**src/hdl/ffba_pkg.sv**
```systemverilog
`timescale 1ns / 1ps

package ffba_pkg;

    // Field widths of the channels
    localparam int ACTION_W    = 2;
    localparam int SIZE_W      = 27;
    localparam int ADDR_W      = 32;
    localparam int STATUS_W    = 2;
    localparam int COUNT_W     = 7;
    localparam int BYTES_W     = 32;
    localparam int TOTAL_W     = 28;
    localparam int CFG_INDEX_W = 8;
    localparam int CFG_DATA_W  = 32;

    // Request action codes
    localparam logic [ACTION_W-1:0] ACT_ALLOC   = 2'd0;
    localparam logic [ACTION_W-1:0] ACT_FREE    = 2'd1;
    localparam logic [ACTION_W-1:0] ACT_REALLOC = 2'd2;

    // Result status codes
    localparam logic [STATUS_W-1:0] ST_OK           = 2'd0;
    localparam logic [STATUS_W-1:0] ST_ILLEGAL_SIZE = 2'd1;
    localparam logic [STATUS_W-1:0] ST_OUT_OF_MEM   = 2'd2;
    localparam logic [STATUS_W-1:0] ST_UNKNOWN_ADDR = 2'd3;

    // Configuration register indexes and reset values
    localparam logic [CFG_INDEX_W-1:0] CFG_HEAP_LIMIT  = 8'd0;
    localparam logic [CFG_INDEX_W-1:0] CFG_MAX_REQUEST = 8'd1;
    localparam logic [BYTES_W-1:0]     HEAP_LIMIT_RESET  = 32'd1048576;
    localparam logic [SIZE_W-1:0]      MAX_REQUEST_RESET = 27'd100000000;

    // Command queue between front and back
    localparam int QDEPTH = 2;
    localparam int QPTR_W = 1;
    localparam int QCNT_W = 2;

    // Work the back end carries out for one request
    typedef enum logic [2:0] {
        OP_ALLOC,
        OP_FREE,
        OP_REALLOC,
        OP_ILLEGAL,
        OP_NOP
    } ffba_op_t;

    typedef struct packed {
        ffba_op_t            op;
        logic [SIZE_W-1:0]   size;
        logic [TOTAL_W-1:0]  total;
        logic [ADDR_W-1:0]   addr;
    } ffba_cmd_t;

    // One block of the heap table; the payload address is kept directly
    typedef struct packed {
        logic [ADDR_W-1:0]  paddr;
        logic [SIZE_W-1:0]  size;
        logic               free;
    } ffba_entry_t;

    typedef struct packed {
        logic full;
        logic empty;
    } ffba_qstat_t;

endpackage

```
**src/hdl/ffba_req_if.sv**
```systemverilog
`timescale 1ns / 1ps

interface ffba_req_if;
    logic                           valid;
    logic                           ready;
    logic [ffba_pkg::ACTION_W-1:0]  action;
    logic [ffba_pkg::SIZE_W-1:0]    request_size;
    logic [ffba_pkg::ADDR_W-1:0]    block_address;

    modport source (output valid, output action, output request_size,
                    output block_address, input ready);
    modport sink   (input valid, input action, input request_size,
                    input block_address, output ready);
endinterface

```
**src/hdl/ffba_rsp_if.sv**
```systemverilog
`timescale 1ns / 1ps

interface ffba_rsp_if;
    logic                           valid;
    logic                           ready;
    logic [ffba_pkg::STATUS_W-1:0]  status;
    logic [ffba_pkg::ADDR_W-1:0]    result_address;
    logic [ffba_pkg::COUNT_W-1:0]   free_block_count;
    logic [ffba_pkg::BYTES_W-1:0]   free_byte_count;
    logic [ffba_pkg::COUNT_W-1:0]   block_count;
    logic [ffba_pkg::BYTES_W-1:0]   payload_byte_count;

    modport source (output valid, output status, output result_address,
                    output free_block_count, output free_byte_count,
                    output block_count, output payload_byte_count, input ready);
    modport sink   (input valid, input status, input result_address,
                    input free_block_count, input free_byte_count,
                    input block_count, input payload_byte_count, output ready);
endinterface

```
**src/hdl/ffba_cfg_if.sv**
```systemverilog
`timescale 1ns / 1ps

interface ffba_cfg_if;
    logic                              valid;
    logic                              ready;
    logic [ffba_pkg::CFG_INDEX_W-1:0]  index;
    logic [ffba_pkg::CFG_DATA_W-1:0]   data;

    modport source (output valid, output index, output data, input ready);
    modport sink   (input valid, input index, input data, output ready);
endinterface

```
**src/hdl/ffba_front.sv**
```systemverilog
`timescale 1ns / 1ps

module ffba_front #(
    parameter int HEADER_BYTES = 16
) (
    ffba_req_if.sink                        req,
    input  logic [ffba_pkg::SIZE_W-1:0]     max_request,
    input  ffba_pkg::ffba_qstat_t           q_stat,
    output logic                            push,
    output ffba_pkg::ffba_cmd_t             push_cmd
);

    logic illegal;

    // Take a request whenever the queue has room
    assign req.ready = !q_stat.full;
    assign push      = req.valid && !q_stat.full;

    // Classify the request and precompute the block footprint
    always_comb
    begin
        illegal        = (req.request_size == '0) || (req.request_size > max_request);
        push_cmd.size  = req.request_size;
        push_cmd.addr  = req.block_address;
        push_cmd.total = ffba_pkg::TOTAL_W'(req.request_size)
                       + ffba_pkg::TOTAL_W'(HEADER_BYTES);
        unique case (req.action)
            ffba_pkg::ACT_ALLOC:
                push_cmd.op = illegal ? ffba_pkg::OP_ILLEGAL : ffba_pkg::OP_ALLOC;
            ffba_pkg::ACT_FREE:
                push_cmd.op = ffba_pkg::OP_FREE;
            ffba_pkg::ACT_REALLOC:
                push_cmd.op = illegal ? ffba_pkg::OP_ILLEGAL : ffba_pkg::OP_REALLOC;
            default:
                push_cmd.op = ffba_pkg::OP_NOP;
        endcase
    end

endmodule

```
**src/hdl/ffba_queue.sv**
```systemverilog
`timescale 1ns / 1ps

module ffba_queue (
    input  logic                    clk,
    input  logic                    rst_n,
    input  logic                    push,
    input  ffba_pkg::ffba_cmd_t     push_cmd,
    input  logic                    pop,
    output ffba_pkg::ffba_cmd_t     pop_cmd,
    output ffba_pkg::ffba_qstat_t   q_stat
);

    ffba_pkg::ffba_cmd_t             slot_reg [ffba_pkg::QDEPTH];
    logic [ffba_pkg::QPTR_W-1:0]     wr_ptr_reg;
    logic [ffba_pkg::QPTR_W-1:0]     rd_ptr_reg;
    logic [ffba_pkg::QCNT_W-1:0]     cnt_reg;

    assign q_stat.full  = (cnt_reg == ffba_pkg::QCNT_W'(ffba_pkg::QDEPTH));
    assign q_stat.empty = (cnt_reg == '0);
    assign pop_cmd      = slot_reg[rd_ptr_reg];

    // Store pushed commands
    always_ff @(posedge clk)
    begin
        if (push)
        begin
            slot_reg[wr_ptr_reg] <= push_cmd;
        end
    end

    // Advance pointers and occupancy
    always_ff @(posedge clk or negedge rst_n)
    begin
        if (!rst_n)
        begin
            wr_ptr_reg <= '0;
            rd_ptr_reg <= '0;
            cnt_reg    <= '0;
        end
        else
        begin
            if (push)
            begin
                wr_ptr_reg <= wr_ptr_reg + 1'b1;
            end
            if (pop)
            begin
                rd_ptr_reg <= rd_ptr_reg + 1'b1;
            end
            if (push && !pop)
            begin
                cnt_reg <= cnt_reg + 1'b1;
            end
            else if (pop && !push)
            begin
                cnt_reg <= cnt_reg - 1'b1;
            end
        end
    end

endmodule

```
**src/hdl/ffba_engine.sv**
```systemverilog
`timescale 1ns / 1ps

module ffba_engine #(
    parameter int MAX_ENTRIES  = 64,
    parameter int HEADER_BYTES = 16
) (
    input  logic                            clk,
    input  logic                            rst_n,
    input  logic [ffba_pkg::BYTES_W-1:0]    heap_limit,
    input  ffba_pkg::ffba_qstat_t           q_stat,
    input  ffba_pkg::ffba_cmd_t             pop_cmd,
    output logic                            pop,
    ffba_rsp_if.source                      rsp
);

    localparam int IDX_W = $clog2(MAX_ENTRIES);
    localparam int CNT_W = $clog2(MAX_ENTRIES + 1);

    typedef enum logic [2:0] {
        S_IDLE,
        S_SCAN,
        S_APPEND,
        S_RELEASE,
        S_DONE
    } state_t;

    // Heap table
    ffba_pkg::ffba_entry_t  mem [MAX_ENTRIES];
    ffba_pkg::ffba_entry_t  rd_data_reg;
    logic [IDX_W-1:0]       rd_idx;
    logic                   wr_en;
    logic [IDX_W-1:0]       wr_idx;
    ffba_pkg::ffba_entry_t  wr_data;

    state_t                             state_reg;
    ffba_pkg::ffba_op_t                 op_reg;
    logic [ffba_pkg::SIZE_W-1:0]        size_reg;
    logic [ffba_pkg::TOTAL_W-1:0]       total_reg;
    logic [ffba_pkg::ADDR_W-1:0]        addr_reg;
    logic                               fit_mode_reg;
    logic [CNT_W-1:0]                   scan_idx_reg;
    logic [IDX_W-1:0]                   cmp_idx_reg;
    logic                               cmp_vld_reg;
    logic [IDX_W-1:0]                   old_idx_reg;
    ffba_pkg::ffba_entry_t              old_entry_reg;
    logic [ffba_pkg::STATUS_W-1:0]      status_reg;
    logic [ffba_pkg::ADDR_W-1:0]        result_reg;

    // Running statistics
    logic [CNT_W-1:0]                   used_reg;
    logic [ffba_pkg::BYTES_W-1:0]       heap_top_reg;
    logic [CNT_W-1:0]                   free_blocks_reg;
    logic [ffba_pkg::BYTES_W-1:0]       free_bytes_reg;
    logic [ffba_pkg::BYTES_W-1:0]       payload_bytes_reg;

    // Output register
    logic                               out_vld_reg;
    logic [ffba_pkg::STATUS_W-1:0]      out_status_reg;
    logic [ffba_pkg::ADDR_W-1:0]        out_addr_reg;
    logic [ffba_pkg::COUNT_W-1:0]       out_free_blk_reg;
    logic [ffba_pkg::BYTES_W-1:0]       out_free_bytes_reg;
    logic [ffba_pkg::COUNT_W-1:0]       out_blk_reg;
    logic [ffba_pkg::BYTES_W-1:0]       out_payload_reg;

    logic                               hit;
    logic [ffba_pkg::BYTES_W:0]         end_sum;
    logic                               fits;
    logic [ffba_pkg::ADDR_W-1:0]        new_paddr;
    logic [31:0]                        free_blocks_ext;
    logic [31:0]                        used_ext;

    assign rsp.valid              = out_vld_reg;
    assign rsp.status             = out_status_reg;
    assign rsp.result_address     = out_addr_reg;
    assign rsp.free_block_count   = out_free_blk_reg;
    assign rsp.free_byte_count    = out_free_bytes_reg;
    assign rsp.block_count        = out_blk_reg;
    assign rsp.payload_byte_count = out_payload_reg;

    assign pop             = (state_reg == S_IDLE) && !q_stat.empty;
    assign rd_idx          = scan_idx_reg[IDX_W-1:0];
    assign free_blocks_ext = 32'(free_blocks_reg);
    assign used_ext        = 32'(used_reg);

    // Compare the entry read last cycle and check room for an append
    always_comb
    begin
        if (fit_mode_reg)
        begin
            hit = cmp_vld_reg && rd_data_reg.free && (rd_data_reg.size >= size_reg);
        end
        else
        begin
            hit = cmp_vld_reg && (rd_data_reg.paddr == addr_reg);
        end
        end_sum   = {1'b0, heap_top_reg} + (ffba_pkg::BYTES_W + 1)'(total_reg);
        fits      = (end_sum <= {1'b0, heap_limit}) && (used_reg < CNT_W'(MAX_ENTRIES));
        new_paddr = heap_top_reg + ffba_pkg::ADDR_W'(HEADER_BYTES);
    end

    // Select the table write for the current step
    always_comb
    begin
        wr_en   = 1'b0;
        wr_idx  = cmp_idx_reg;
        wr_data = rd_data_reg;
        case (state_reg)
            S_SCAN:
            begin
                if (hit && (fit_mode_reg || (op_reg == ffba_pkg::OP_FREE)))
                begin
                    wr_en        = fit_mode_reg || !rd_data_reg.free;
                    wr_data.free = !fit_mode_reg;
                end
            end
            S_APPEND:
            begin
                wr_en         = fits;
                wr_idx        = used_reg[IDX_W-1:0];
                wr_data.paddr = new_paddr;
                wr_data.size  = size_reg;
                wr_data.free  = 1'b0;
            end
            S_RELEASE:
            begin
                wr_en        = !old_entry_reg.free;
                wr_idx       = old_idx_reg;
                wr_data      = old_entry_reg;
                wr_data.free = 1'b1;
            end
            default:
            begin
                wr_en = 1'b0;
            end
        endcase
    end

    // Table memory with registered read
    always_ff @(posedge clk)
    begin
        if (wr_en)
        begin
            mem[wr_idx] <= wr_data;
        end
        rd_data_reg <= mem[rd_idx];
    end

    // Sequence one command: scan, append, release, report
    always_ff @(posedge clk or negedge rst_n)
    begin
        if (!rst_n)
        begin
            state_reg          <= S_IDLE;
            op_reg             <= ffba_pkg::OP_NOP;
            size_reg           <= '0;
            total_reg          <= '0;
            addr_reg           <= '0;
            fit_mode_reg       <= 1'b0;
            scan_idx_reg       <= '0;
            cmp_idx_reg        <= '0;
            cmp_vld_reg        <= 1'b0;
            old_idx_reg        <= '0;
            old_entry_reg      <= '0;
            status_reg         <= ffba_pkg::ST_OK;
            result_reg         <= '0;
            used_reg           <= '0;
            heap_top_reg       <= '0;
            free_blocks_reg    <= '0;
            free_bytes_reg     <= '0;
            payload_bytes_reg  <= '0;
            out_vld_reg        <= 1'b0;
            out_status_reg     <= ffba_pkg::ST_OK;
            out_addr_reg       <= '0;
            out_free_blk_reg   <= '0;
            out_free_bytes_reg <= '0;
            out_blk_reg        <= '0;
            out_payload_reg    <= '0;
        end
        else
        begin
            // Drop the result once it transfers, unless a new one replaces it
            if (out_vld_reg && rsp.ready && (state_reg != S_DONE))
            begin
                out_vld_reg <= 1'b0;
            end
            unique case (state_reg)
                S_IDLE:
                begin
                    if (!q_stat.empty)
                    begin
                        op_reg       <= pop_cmd.op;
                        size_reg     <= pop_cmd.size;
                        total_reg    <= pop_cmd.total;
                        addr_reg     <= pop_cmd.addr;
                        fit_mode_reg <= (pop_cmd.op == ffba_pkg::OP_ALLOC);
                        scan_idx_reg <= '0;
                        cmp_vld_reg  <= 1'b0;
                        status_reg   <= (pop_cmd.op == ffba_pkg::OP_ILLEGAL)
                                      ? ffba_pkg::ST_ILLEGAL_SIZE : ffba_pkg::ST_OK;
                        result_reg   <= '0;
                        if ((pop_cmd.op == ffba_pkg::OP_NOP)
                            || (pop_cmd.op == ffba_pkg::OP_ILLEGAL))
                        begin
                            state_reg <= S_DONE;
                        end
                        else
                        begin
                            state_reg <= S_SCAN;
                        end
                    end
                end
                S_SCAN:
                begin
                    if (hit)
                    begin
                        cmp_vld_reg <= 1'b0;
                        if (fit_mode_reg)
                        begin
                            // Reuse the first free block that is large enough
                            free_blocks_reg <= free_blocks_reg - CNT_W'(1);
                            free_bytes_reg  <= free_bytes_reg
                                             - ffba_pkg::BYTES_W'(rd_data_reg.size);
                            result_reg      <= rd_data_reg.paddr;
                            state_reg       <= (op_reg == ffba_pkg::OP_REALLOC)
                                             ? S_RELEASE : S_DONE;
                        end
                        else if (op_reg == ffba_pkg::OP_FREE)
                        begin
                            if (!rd_data_reg.free)
                            begin
                                free_blocks_reg <= free_blocks_reg + CNT_W'(1);
                                free_bytes_reg  <= free_bytes_reg
                                                 + ffba_pkg::BYTES_W'(rd_data_reg.size);
                            end
                            state_reg <= S_DONE;
                        end
                        else if (rd_data_reg.size >= size_reg)
                        begin
                            // Block already big enough: keep it
                            result_reg <= addr_reg;
                            state_reg  <= S_DONE;
                        end
                        else
                        begin
                            // Hold the old block and rescan for a new one
                            old_idx_reg   <= cmp_idx_reg;
                            old_entry_reg <= rd_data_reg;
                            fit_mode_reg  <= 1'b1;
                            scan_idx_reg  <= '0;
                        end
                    end
                    else if (scan_idx_reg < used_reg)
                    begin
                        cmp_vld_reg  <= 1'b1;
                        cmp_idx_reg  <= scan_idx_reg[IDX_W-1:0];
                        scan_idx_reg <= scan_idx_reg + CNT_W'(1);
                    end
                    else
                    begin
                        cmp_vld_reg <= 1'b0;
                        if (!cmp_vld_reg)
                        begin
                            if (fit_mode_reg)
                            begin
                                state_reg <= S_APPEND;
                            end
                            else
                            begin
                                status_reg <= ffba_pkg::ST_UNKNOWN_ADDR;
                                state_reg  <= S_DONE;
                            end
                        end
                    end
                end
                S_APPEND:
                begin
                    if (fits)
                    begin
                        used_reg          <= used_reg + CNT_W'(1);
                        heap_top_reg      <= end_sum[ffba_pkg::BYTES_W-1:0];
                        payload_bytes_reg <= payload_bytes_reg
                                           + ffba_pkg::BYTES_W'(size_reg);
                        result_reg        <= new_paddr;
                        state_reg         <= (op_reg == ffba_pkg::OP_REALLOC)
                                           ? S_RELEASE : S_DONE;
                    end
                    else
                    begin
                        status_reg <= ffba_pkg::ST_OUT_OF_MEM;
                        result_reg <= '0;
                        state_reg  <= S_DONE;
                    end
                end
                S_RELEASE:
                begin
                    if (!old_entry_reg.free)
                    begin
                        free_blocks_reg <= free_blocks_reg + CNT_W'(1);
                        free_bytes_reg  <= free_bytes_reg
                                         + ffba_pkg::BYTES_W'(old_entry_reg.size);
                    end
                    state_reg <= S_DONE;
                end
                S_DONE:
                begin
                    if (!out_vld_reg || rsp.ready)
                    begin
                        out_vld_reg        <= 1'b1;
                        out_status_reg     <= status_reg;
                        out_addr_reg       <= result_reg;
                        out_free_blk_reg   <= free_blocks_ext[ffba_pkg::COUNT_W-1:0];
                        out_free_bytes_reg <= free_bytes_reg;
                        out_blk_reg        <= used_ext[ffba_pkg::COUNT_W-1:0];
                        out_payload_reg    <= payload_bytes_reg;
                        state_reg          <= S_IDLE;
                    end
                end
                default:
                begin
                    state_reg <= S_IDLE;
                end
            endcase
        end
    end

endmodule

```
**src/hdl/first_fit_block_allocator.sv**
```systemverilog
`timescale 1ns / 1ps
// First-fit heap block allocator.
// req: valid/ready channel carrying action (allocate, free, reallocate),
//   request_size and block_address. A transfer happens when valid and
//   ready are both high at a rising edge of clk.
// rsp: one result per request, in order: status, result_address and the
//   running block and byte statistics.
// cfg: register writes (index 0 heap_limit, index 1 max_request), always
//   ready; write only while no request is in flight.
// Each request walks the block table one entry per cycle through the
//   table memory's read port. A reallocate that moves its block walks the
//   table twice, first for its old block and then for a free one; illegal
//   sizes and unknown actions skip the walk. Requests run one at a time
//   through the walker, which takes the next one only after the last result.
// A two-entry command queue sits in front of the table walker, so while a
//   result waits on a stalled receiver up to three more requests are taken
//   (one finished in the walker, two queued) before req.ready drops.
// Reset empties the table and statistics and loads heap_limit = 1048576,
//   max_request = 100000000. No table clearing pass is needed.

module first_fit_block_allocator #(
    parameter int MAX_ENTRIES  = 64,
    parameter int HEADER_BYTES = 16
) (
    input  logic        clk,
    input  logic        rst_n,
    ffba_cfg_if.sink    cfg,
    ffba_req_if.sink    req,
    ffba_rsp_if.source  rsp
);

    logic [ffba_pkg::BYTES_W-1:0]   heap_limit_reg;
    logic [ffba_pkg::SIZE_W-1:0]    max_request_reg;

    ffba_pkg::ffba_qstat_t          q_stat;
    ffba_pkg::ffba_cmd_t            push_cmd;
    ffba_pkg::ffba_cmd_t            pop_cmd;
    logic                           q_push;
    logic                           q_pop;

    assign cfg.ready = 1'b1;

    // Hold configuration registers
    always_ff @(posedge clk or negedge rst_n)
    begin
        if (!rst_n)
        begin
            heap_limit_reg  <= ffba_pkg::HEAP_LIMIT_RESET;
            max_request_reg <= ffba_pkg::MAX_REQUEST_RESET;
        end
        else if (cfg.valid)
        begin
            if (cfg.index == ffba_pkg::CFG_HEAP_LIMIT)
            begin
                heap_limit_reg <= cfg.data;
            end
            else if (cfg.index == ffba_pkg::CFG_MAX_REQUEST)
            begin
                max_request_reg <= cfg.data[ffba_pkg::SIZE_W-1:0];
            end
        end
    end

    ffba_front #(
        .HEADER_BYTES (HEADER_BYTES)
    ) u_front (
        .req         (req),
        .max_request (max_request_reg),
        .q_stat      (q_stat),
        .push        (q_push),
        .push_cmd    (push_cmd)
    );

    ffba_queue u_queue (
        .clk      (clk),
        .rst_n    (rst_n),
        .push     (q_push),
        .push_cmd (push_cmd),
        .pop      (q_pop),
        .pop_cmd  (pop_cmd),
        .q_stat   (q_stat)
    );

    ffba_engine #(
        .MAX_ENTRIES  (MAX_ENTRIES),
        .HEADER_BYTES (HEADER_BYTES)
    ) u_engine (
        .clk        (clk),
        .rst_n      (rst_n),
        .heap_limit (heap_limit_reg),
        .q_stat     (q_stat),
        .pop_cmd    (pop_cmd),
        .pop        (q_pop),
        .rsp        (rsp)
    );

    // A failed request never hands back an address
    a_fail_no_addr: assert property (@(posedge clk) disable iff (!rst_n)
        rsp.valid && (rsp.status != ffba_pkg::ST_OK) |-> (rsp.result_address == '0))
        else $error("failed request returned a nonzero address");

    // Free blocks are a subset of all blocks
    a_free_le_used: assert property (@(posedge clk) disable iff (!rst_n)
        rsp.valid |-> (MAX_ENTRIES >= 128) || (rsp.free_block_count <= rsp.block_count))
        else $error("free block count exceeds block count");

    // No free blocks means no free bytes
    a_free_bytes: assert property (@(posedge clk) disable iff (!rst_n)
        rsp.valid && (MAX_ENTRIES < 128) && (rsp.free_block_count == '0)
        |-> (rsp.free_byte_count == '0))
        else $error("free bytes reported with no free blocks");

    // The queue is never pushed when full
    a_q_overflow: assert property (@(posedge clk) disable iff (!rst_n)
        q_push |-> !q_stat.full)
        else $error("command queue overflow");

    // A pop without a push leaves the queue with one entry fewer, so not full
    a_q_pop: assert property (@(posedge clk) disable iff (!rst_n)
        q_pop && !q_push |=> !q_stat.full)
        else $error("command queue still full after a pop");

endmodule

```
**src/flat_wrapper.sv**
```systemverilog
// flat-port wrapper written by rule: the top's interface ports become plain ports
module first_fit_block_allocator_flat 
#(
    parameter int MAX_ENTRIES  = 64,
    parameter int HEADER_BYTES = 16
)
  (clk, rst_n, cfg_valid, cfg_index, cfg_data, cfg_ready, req_valid, req_action, req_request_size, req_block_address, req_ready, rsp_valid, rsp_status, rsp_result_address, rsp_free_block_count, rsp_free_byte_count, rsp_block_count, rsp_payload_byte_count, rsp_ready);
  ffba_cfg_if cfg_i ();
  ffba_req_if req_i ();
  ffba_rsp_if rsp_i ();
  input  logic clk;
  input  logic rst_n;
  input wire logic [$bits(cfg_i.valid)-1:0] cfg_valid;
  input wire logic [$bits(cfg_i.index)-1:0] cfg_index;
  input wire logic [$bits(cfg_i.data)-1:0] cfg_data;
  output wire logic [$bits(cfg_i.ready)-1:0] cfg_ready;
  input wire logic [$bits(req_i.valid)-1:0] req_valid;
  input wire logic [$bits(req_i.action)-1:0] req_action;
  input wire logic [$bits(req_i.request_size)-1:0] req_request_size;
  input wire logic [$bits(req_i.block_address)-1:0] req_block_address;
  output wire logic [$bits(req_i.ready)-1:0] req_ready;
  output wire logic [$bits(rsp_i.valid)-1:0] rsp_valid;
  output wire logic [$bits(rsp_i.status)-1:0] rsp_status;
  output wire logic [$bits(rsp_i.result_address)-1:0] rsp_result_address;
  output wire logic [$bits(rsp_i.free_block_count)-1:0] rsp_free_block_count;
  output wire logic [$bits(rsp_i.free_byte_count)-1:0] rsp_free_byte_count;
  output wire logic [$bits(rsp_i.block_count)-1:0] rsp_block_count;
  output wire logic [$bits(rsp_i.payload_byte_count)-1:0] rsp_payload_byte_count;
  input wire logic [$bits(rsp_i.ready)-1:0] rsp_ready;
  assign cfg_i.valid = cfg_valid;
  assign cfg_i.index = cfg_index;
  assign cfg_i.data = cfg_data;
  assign cfg_ready = cfg_i.ready;
  assign req_i.valid = req_valid;
  assign req_i.action = req_action;
  assign req_i.request_size = req_request_size;
  assign req_i.block_address = req_block_address;
  assign req_ready = req_i.ready;
  assign rsp_valid = rsp_i.valid;
  assign rsp_status = rsp_i.status;
  assign rsp_result_address = rsp_i.result_address;
  assign rsp_free_block_count = rsp_i.free_block_count;
  assign rsp_free_byte_count = rsp_i.free_byte_count;
  assign rsp_block_count = rsp_i.block_count;
  assign rsp_payload_byte_count = rsp_i.payload_byte_count;
  assign rsp_i.ready = rsp_ready;
  first_fit_block_allocator #(.MAX_ENTRIES(MAX_ENTRIES), .HEADER_BYTES(HEADER_BYTES)) u_core (.clk(clk), .rst_n(rst_n), .cfg(cfg_i), .req(req_i), .rsp(rsp_i));
endmodule
```
**config.mk**
```make
export PLATFORM = sky130hd
export DESIGN_NAME = first_fit_block_allocator_flat
export DESIGN_NICKNAME = d
export VERILOG_FILES = /design/src/hdl/ffba_pkg.sv /design/src/hdl/ffba_req_if.sv /design/src/hdl/ffba_rsp_if.sv /design/src/hdl/ffba_cfg_if.sv /design/src/hdl/ffba_front.sv /design/src/hdl/ffba_queue.sv /design/src/hdl/ffba_engine.sv /design/src/hdl/first_fit_block_allocator.sv /design/src/flat_wrapper.sv
export SDC_FILE = /design/constraint.sdc
export NUM_CORES = 2
export LEC_CHECK = 0
export BUFFER_PORTS_ARGS = -buffer_cell sky130_fd_sc_hd__buf_2
export CAP_MARGIN = 20
export CORE_MARGIN = 4
export CORE_UTILIZATION = 39
export DETAILED_ROUTE_END_ITERATION = 7
export PLACE_DENSITY = 0.51
export SLEW_MARGIN = 10
export SYNTH_ARGS = -nofsm -noshare
export SYNTH_HDL_FRONTEND = slang
export SYNTH_HIERARCHICAL = 1
export SYNTH_SLANG_ARGS = --single-unit
```
**constraint.sdc**
```tcl
create_clock -name clk -period 11.7 [get_ports clk]
set_input_delay 1.17 -clock clk [delete_from_list [all_inputs] [get_ports clk]]
set_output_delay 1.17 -clock clk [all_outputs]
set_load 0.05 [all_outputs]
```
==> results.md <==
* Gp weighted congestion at about 0.87
* Crit path launch: u_core/u_engine/heap_top_reg[1]
* GRT Overall Usage at 0.219
* Postcts setup bufs at 0
* Total congestion overflow at 0
* Final core occ at 0.447
* Die Y at approximately 700 µm
* Post-synth top flop: edfxtp_1
* Async SR Flop Fraction at 0.108
* Area delta synth->final at 14.0%
* Fillers at 39700
* Yosys Warn Count at 6
* Synthesized cell area at around 0.18 mm²
* Slew Limit Fails at 0
* RSZ-0062 raised after global routing: no
* Largest net degree at the start of global routing at 138
* CTS tree: done
* Core area at approximately 0.47 mm²
* Critical path arrival at between 9 and 10 ns
* Area of the multi-input gates at about 0.048 mm²
* Critical Path Fanout Max at 36
* First DRT Iteration DRCs at about 11000
* Final Setup Violations at 0
* Fin crit share at 0.755
* Max reg flops at around 3800
* Post-Synthesis Cells at a little under 9000
* Nets@finish at 9692
* Worst VDD drop at between 0.2 and 0.25 mV
* Synth cell types at 94
* DRC violations left at 0
* Net Count, Synth at 9244
* Post_cts resized at 0
* Setup TNS at 0 ns
* Post-synthesis sequential area ratio at 0.731
* Hold Crit Class: input port to async pin
* Reg clk slew, reported paths at around 0.06 ns
* Actual slew at the worst max-slew pin at ~1.2 ns
* Die area at 0.482 mm²
* DP HPWL at about 330000 µm
* Status: finished, final reports clean
* Rows at between 200 and 300
* TritonRoute pass-1 iters at 6
* Final wirelength at ~530000 µm
* Layout cell share with drive strength beyond 1 at 0.303
* Reg2Reg Launch Point: u_core/u_engine/heap_top_reg[1]
* FF+latch area at approximately 0.13 mm²
* Die W at between 600 and 700 µm
* H-tree depth at 5
* Minimum clock period at approximately 8.8 ns
* Post-synth EDFFs at around 4000
* CTS sink count at around 4600
* Final hold viol count at 0
* Via count at between 90000 and 100k
* Initial Util at 0.392
* Vias/cell at between 5 and 6
* CP endpoint kind: register
* P_leak at 67.8 nW
* CTS Buf Count at around 480
* ANT nets after route at 0
* Post-CTS Hold Fix Bufs at 0
* WL per Instance at 33.3 µm
* Setup CP Type: register to register
* Worst path required time at ~12 ns
* Avg Cell Area, Syn at between 20 and 25 µm²
* Vias in the first global route at 91100
* First-pass GRT wire length at between 700000 and 800000 µm
* Clk Latency, worst-skew pair at around 1.1 ns
* Number of buffers on the longest clock path at 4
* Worst Reg2Reg Path Length in Cells at 23
* Count of state elements after synthesis at 4574
* Critical Path Source Type: register
* Clock skew at around 0.086 ns
* Initial antenna violation count at 70
* F_max at between 0.1 and 0.15 GHz
* Port-buffer cells at ~220
* Power per cell area at 251 mW/mm²
* Slew HR at 0.168
* Max-cap violation count at 0
* Ports at approximately 220
* Root Buffer: clkbuf_16
## Yosys cell counts (all sizes together), types with 18 or more instances
master | number | share of area
o21ai | 267 | 0.0073
clkbuf | 310 | 0.0068
nand3 | 63 | 0.0017
nand2 | 385 | 0.0079
nand4 | 38 | 0.0013
mux2 | 413 | 0.026
inv | 153 | 0.0031
xor2 | 93 | 0.0044
o22ai | 18 | 0.00061
and3 | 26 | 0.00091
a21o | 46 | 0.0019
a21oi | 158 | 0.0043
mux4 | 1260 | 0.15
buf | 182 | 0.0055
dfrtp | 480 | 0.065
nor2b | 20 | 0.00068
dfxtp | 60 | 0.0065
nor4 | 18 | 0.00070
edfxtp | 4020 | 0.66
mux2i | 78 | 0.0043
nor2 | 213 | 0.0044
ha | 187 | 0.013
nor3 | 36 | 0.0010
xnor2 | 140 | 0.0067
## layout make-up
class | count | share of cell area
inverter | 153 | 0.00274
tap | 6198 | 0.0371
antenna | 18 | 0.000215
sequential | 4574 | 0.642
clock inverter | 269 | 0.0129
timing repair buffer | 462 | 0.0165
multi-input combinational | 3729 | 0.228
clock buffer | 624 | 0.0605
## worst max-delay path: stages (launching register included)
cell       delay, ns
dfrtp_1         0.43
ha_1            0.29
a21o_1          0.20
a311o_1         0.40
o22a_1          0.26
a21oi_1         0.23
o211ai_1        0.21
o2bb2ai_1       0.25
o21ai_0         0.60
o311ai_0        0.29
xor2_1          0.20
ha_1            0.31
and4_1          0.26
nand4_1         0.15
or4_1           0.54
o41a_1          0.44
o31ai_1         0.08
nand4_1         0.13
buf_4           0.25
or2_4           0.32
a21boi_0        0.41
nand2_1         0.71
nor2_4          1.07
buf_12          0.32
## final timing paths
kind	end	slack [ns]
setup / recovery	u_core/u_engine/mem[19][5]	2.87
min in group clk	u_core/u_queue/slot_reg[0][20]	0.35
max in group asynchronous	u_core/u_queue/rd_ptr_reg	9.08
setup reg to reg	u_core/u_engine/mem[19][5]	2.87
hold reg to reg	u_core/u_engine/payload_bytes_reg[31]	0.46
hold / removal	u_core/u_engine/rsp.free_byte_count[21]	0.23
## per-layer routing
layer	routed length [µm]	track usage	vias up
met5	40	0	-
met4	10600	0.0441	6
met3	39900	0.0306	572
met2	243000	0.332	3726
met1	240000	0.337	50900
li1	-	-	37600
## through the flow
stage          instance area [µm²]  worst slack [ns]  instances  total power (W)  hold WS (ns)
2_1_floorplan               184000              3.27       8948           0.0304         0.438
3_3_place_gp                194000              2.83      15100           0.0379         0.459
3_5_place_dp                194000              2.95      15100           0.0381         0.456
4_1_cts                     209000              2.88      16000           0.0532         0.193
5_1_grt                     209000              2.39      16000           0.0548         0.283
6_report                    209000              2.87      16000           0.0526         0.234
## report_power, final
group	leakage (nW)	internal [W]	total (W)	switching, W
clock	7.46	0.00859	0.0150	0.00640
combinational	17.2	0.00511	0.0156	0.0105
sequential	43.2	0.0211	0.0221	0.000983
total	67.8	0.0348	0.0526	0.0178
## kinds of logic after synthesis
family | share of synthesized area
simple gates | 0.0223
fa+ha+maj | 0.0131
other cells | 0.0000204
mux | 0.185
flops | 0.731
buf+inv | 0.0154
xor+xnor | 0.0111
compound gates | 0.0218
## cell usage in the layout, fill, tap and decap left out, drive strengths merged, types with 14 or more instances in the layout
| cell | instances |
|---|---|
| nand4 | 38 |
| ha | 187 |
| o32ai | 16 |
| and3 | 26 |
| mux4 | 1260 |
| o21ai | 267 |
| nand2b | 16 |
| o21a | 15 |
| o21bai | 15 |
| o211ai | 17 |
| and2 | 17 |
| nor3 | 36 |
| clkinv | 198 |
| xnor2 | 140 |
| nand2 | 385 |
| a21o | 46 |
| bufinv | 44 |
| nor2 | 213 |
| nor4 | 18 |
| nand3 | 63 |
| edfxtp | 4020 |
| diode | 18 |
| dfrtp | 480 |
| mux2i | 78 |
| a21oi | 158 |
| o22ai | 18 |
| xor2 | 93 |
| nor2b | 20 |
| dfxtp | 60 |
| dfstp | 14 |
| buf | 462 |
| inv | 167 |
| a211oi | 16 |
| clkbuf | 624 |
| mux2 | 413 |
Note: power is estimated with default switching activity, not from simulation.
